`src/hdl/hrt_pkg.sv`:
```
`default_nettype none
// ----------------------------------------------------------------------------
// hrt_pkg
// Shared types and constants of the hashed result table.
// ----------------------------------------------------------------------------
package hrt_pkg;

  localparam int INDEX_BITS_DEF = 16;

  localparam int KEY_W   = 64;
  localparam int SCORE_W = 31;
  localparam int FSC_W   = 33;
  localparam int DEPTH_W = 8;
  localparam int FLAG_W  = 2;
  localparam int SQ_W    = 6;
  localparam int CODE_W  = 3;
  localparam int WORD_W  = 64;
  localparam int CFG_W   = 8;
  localparam int ITEM_W  = 128;
  localparam int RES_W   = 64;

  localparam logic KIND_PROBE = 1'b0;
  localparam logic KIND_STORE = 1'b1;

  localparam logic [SCORE_W-1:0] SCORE_BIAS   = 31'h4000_0000;
  localparam logic [FSC_W-1:0]   SCORE_OFFSET = 33'h0_4000_0000;

  typedef struct packed {
    logic                 kind;
    logic [KEY_W-1:0]     key;
    logic [SCORE_W-1:0]   score;
    logic [DEPTH_W-1:0]   depth;
    logic [FLAG_W-1:0]    flag;
    logic [SQ_W-1:0]      from_sq;
    logic [SQ_W-1:0]      to_sq;
    logic [CODE_W-1:0]    promo;
    logic [CODE_W-1:0]    mkind;
  } req_t;

  typedef struct packed {
    logic [WORD_W-1:0] check;
    logic [WORD_W-1:0] data;
  } entry_t;

  typedef struct packed {
    logic               hit;
    logic               written;
    logic [FSC_W-1:0]   score;
    logic [DEPTH_W-1:0] depth;
    logic [FLAG_W-1:0]  flag;
    logic [SQ_W-1:0]    from_sq;
    logic [SQ_W-1:0]    to_sq;
    logic [CODE_W-1:0]  promo;
    logic [CODE_W-1:0]  mkind;
  } rslt_t;

endpackage
`default_nettype wire

```
`src/hdl/hrt_lookup.sv`:
```
`default_nettype none
// ----------------------------------------------------------------------------
// hrt_lookup
// Signature check, replacement decision, entry packing and result unpacking.
// ----------------------------------------------------------------------------
module hrt_lookup (
  input  wire hrt_pkg::req_t                  req,
  input  wire hrt_pkg::entry_t                entry,
  input  wire logic [hrt_pkg::FLAG_W-1:0]     exact_code,
  output logic                                wr,
  output hrt_pkg::entry_t                     wr_entry,
  output hrt_pkg::rslt_t                      rslt
);

  logic                          match;
  logic                          is_store;
  logic                          keep;
  logic [hrt_pkg::DEPTH_W-1:0]   old_depth;
  logic [hrt_pkg::FLAG_W-1:0]    old_flag;
  logic [hrt_pkg::WORD_W-1:0]    new_word;

  assign old_depth = entry.data[39:32];
  assign old_flag  = entry.data[41:40];
  assign match     = (entry.check ^ entry.data) == req.key;
  assign is_store  = req.kind == hrt_pkg::KIND_STORE;
  assign keep      = match && (old_depth > req.depth) && (old_flag == exact_code);
  assign wr        = is_store && !keep;

  assign new_word = {4'b0, req.mkind, req.promo, req.to_sq, req.from_sq, req.flag,
                     req.depth, 1'b0, req.score ^ hrt_pkg::SCORE_BIAS};

  assign wr_entry.data  = new_word;
  assign wr_entry.check = req.key ^ new_word;

  always_comb begin
    rslt         = '0;
    rslt.written = wr;
    if (!is_store && match) begin
      rslt.hit     = 1'b1;
      rslt.score   = {1'b0, entry.data[31:0]} - hrt_pkg::SCORE_OFFSET;
      rslt.depth   = old_depth;
      rslt.flag    = old_flag;
      rslt.from_sq = entry.data[47:42];
      rslt.to_sq   = entry.data[53:48];
      rslt.promo   = entry.data[56:54];
      rslt.mkind   = entry.data[59:57];
    end
  end

endmodule
`default_nettype wire

```
`config.mk`:
```
export PLATFORM = sky130hd
export DESIGN_NAME = hrt_lookup
export DESIGN_NICKNAME = d
export VERILOG_FILES = /design/src/hdl/hrt_pkg.sv /design/src/hdl/hrt_lookup.sv
export SDC_FILE = /design/constraint.sdc
export NUM_CORES = 1
export LEC_CHECK = 0
export BUFFER_PORTS_ARGS = -buffer_cell sky130_fd_sc_hd__buf_2
export CAP_MARGIN = 25
export CORE_AREA = 2 2 172 174
export DETAILED_ROUTE_END_ITERATION = 6
export DIE_AREA = 0 0 174 176
export GPL_ROUTABILITY_DRIVEN = 0
export PLACE_DENSITY = 0.42
export SYNTH_ARGS = -nofsm -noshare
export SYNTH_HDL_FRONTEND = slang
export SYNTH_SLANG_ARGS = --single-unit
```
`constraint.sdc`:
```
create_clock -name vclk -period 7.3
set_input_delay 1.46 -clock vclk [all_inputs]
set_output_delay 1.46 -clock vclk [all_outputs]
set_load 0.01 [all_outputs]
```
==> metrics.cfg <==
[outcome]
status = complete, no violations

[placement]
portBuffers = 441
hpwl_um = 15410
place_area_mm2 = 0.005480

[global_routing]
grt_use_total_pct = 9.540
grt.busiest_layer = met2
overflow = 0
grt_pass1_wl_um = 21870
grtUsageMet2_pct = 17.81
grt_pass1_vias = 3619
gr-usage-met3_pct = 0.7106
grt_max_degree = 32
antenna_found_initial = 1
met1_usage_pct = 12.75

[synth]
synth.area.top_cells = xnor3_1 (43%), buf_4 (16%), xor2_1 (15%)
synth_cells = 316
ys_warn_count = 0
netlist_area_mm2 = 0.003318
synth_top_cell_area_share_pct = 43.44
yosysSeqAreaShare_pct = 0
syn_avg_cell_area_um2 = 10.50
yosysUniqueCellTypes = 25
synth_area_leader_cell = xnor3_1

[worst_setup_path]
cp_max_fo = 31
cp_cell_sequence = buf_2 -> xnor3_1 -> nand4_1 -> nor4_1 -> buf_2 -> nand4_2 -> nor2_4 -> buf_4 -> and2_1 -> buf_2
path_common_cell = buf_2
critical_path.slowest_cell = nor2_4
critical_path_required_ns = 5.84
path_class = in -> out
critical_path_buf_inv_count = 4
cpLargestDelayFamily = simple AND/OR/NAND/NOR gates
cp-start-kind = input port
cp-end-kind = output pin
crit_start = entry[30]
crit_path_max_incr_delay_ns = 0.68
cp_data_arrival_time_ns = 4.23

[floorplanning]
num_io_pins = 446
rows = 62
die_h_um = 176
die_area_mm2 = 0.03062
dieWidth_um = 174
start_util_pct = 11.62
core_area_mm2 = 0.02855

[route]
drtIter0Drc = 93
drc = 0
first_pass_iters = 4
drtAntennaViolNets = 0
via_per_inst = 3.369
routed_wl_um = 16420
vias = 3615
wl_per_cell_um = 15.30

[clock_tree]
hold_buffers = 0
cts-resized-gates = 0
postCtsSetupRepairBufs = 0

[final_layout]
drive_gt1_share_pct = 65.17
final_area_mm2 = 0.005480
clock_buffer_count = 0
area_delta_synth_final_pct = 65.16
nets = 954
diodes = 0
seqCellArea_um2 = 0
nFlopsAndLatches = 0

[timing]
fin_crit_ns = 5.688
rsz0062_at_grt = no
finalSetupTns_ns = 0
finalSetupViolCount = 0
relSlewSlack_pct = 45.77
final_max_slew_viol_count = 0
max_freq_mhz = 175.8
hold_violations = 0
min_period_over_period_pct = 77.92
worst_pin_slew_ns = 0.8116

[power_and_ir_drop]
powerDensity_mw_per_mm2 = 62.10
power_uw = 340.3
max-vdd-ir-drop_v = 0.00001904
p_leak_nw = 3.484

[min_path]
hp-start = req[35]
hp-class = in -> out

[run]
max-cap-violations = 0

==> cell usage after synthesis, drive strengths merged, types with 2 or more instances <==
library cell	number
xnor3	64
a21o	2
nand4	19
a21oi	2
buf	72
nor4	4
clkbuf	3
xnor2	3
ha	9
nor3	3
xor2	58
inv	11
and2	58
==> cell usage in the layout, fill, tap and decap left out, types with 3 or more instances in the layout <==
cell,netlist,layout
nor3_1,3,3
and2_1,58,58
conb_1,1,5
nor4_2,3,3
ha_1,9,9
nand4_1,18,18
xnor3_1,64,64
xnor2_1,3,3
xor2_1,58,58
inv_1,11,11
buf_2,1,442
==> logic make-up (layout without fill, tap and decap cells) <==
group / after synthesis / after routing / share of synthesized area (%)
xor gates and xnor gates: 125 / 125 / 59.54
and+or+nand+nor: 87 / 87 / 17.19
buffers and inverters: 86 / 455 / 18.14
adders and majority gates: 9 / 9 / 3.394
AOI/OAI and AO/OA: 8 / 8 / 1.621
other: 1 / 5 / 0.1130
==> path summary, 6_finish.rpt <==
path           to  slack (ns)  cells past startpoint
max       rslt[1]        1.61                     10
min   wr_entry[7]        3.13                      2
==> where the power goes <==
part | total [mW] | internal (mW) | switching, mW | leakage [nW]
Sequential | 0 | 0 | 0 | 0
Clock | 0 | 0 | 0 | 0
Combinational | 0.340 | 0.188 | 0.152 | 3.48
Total | 0.340 | 0.188 | 0.152 | 3.48
==> layer usage <==
layer	part of all wire (%)	wire length, µm	up-vias
li1	-	-	1742
met1	44	7176	1656
met2	51	8319	217
met3	5.6	920	0
met4	0	0	0
met5	0	0	-
==> per-stage QoR <==
step | utilization (%) | instances | hold slack, ns | setup slack [ns]
floorplan | - | 320 | 2.964 | 2.896
global placement | 19.18 | 1072 | 3.130 | 0.7372
detailed placement | 19.20 | 1073 | 3.131 | 1.429
CTS | 19.20 | 1073 | 3.131 | 1.426
global route | 19.20 | 1073 | 3.137 | 1.280
finish | 19.20 | 1073 | 3.130 | 1.612
==> layout make-up <==
| type | instances | area (µm²) |
|---|---|---|
| multi-input cells | 234 | 2731 |
| inverters | 11 | 41.29 |
| repair buffers | 444 | 2227 |
| well taps | 384 | 480.5 |
| fillers | 3275 | 23070 |
Note: power is estimated with default switching activity, not from simulation.
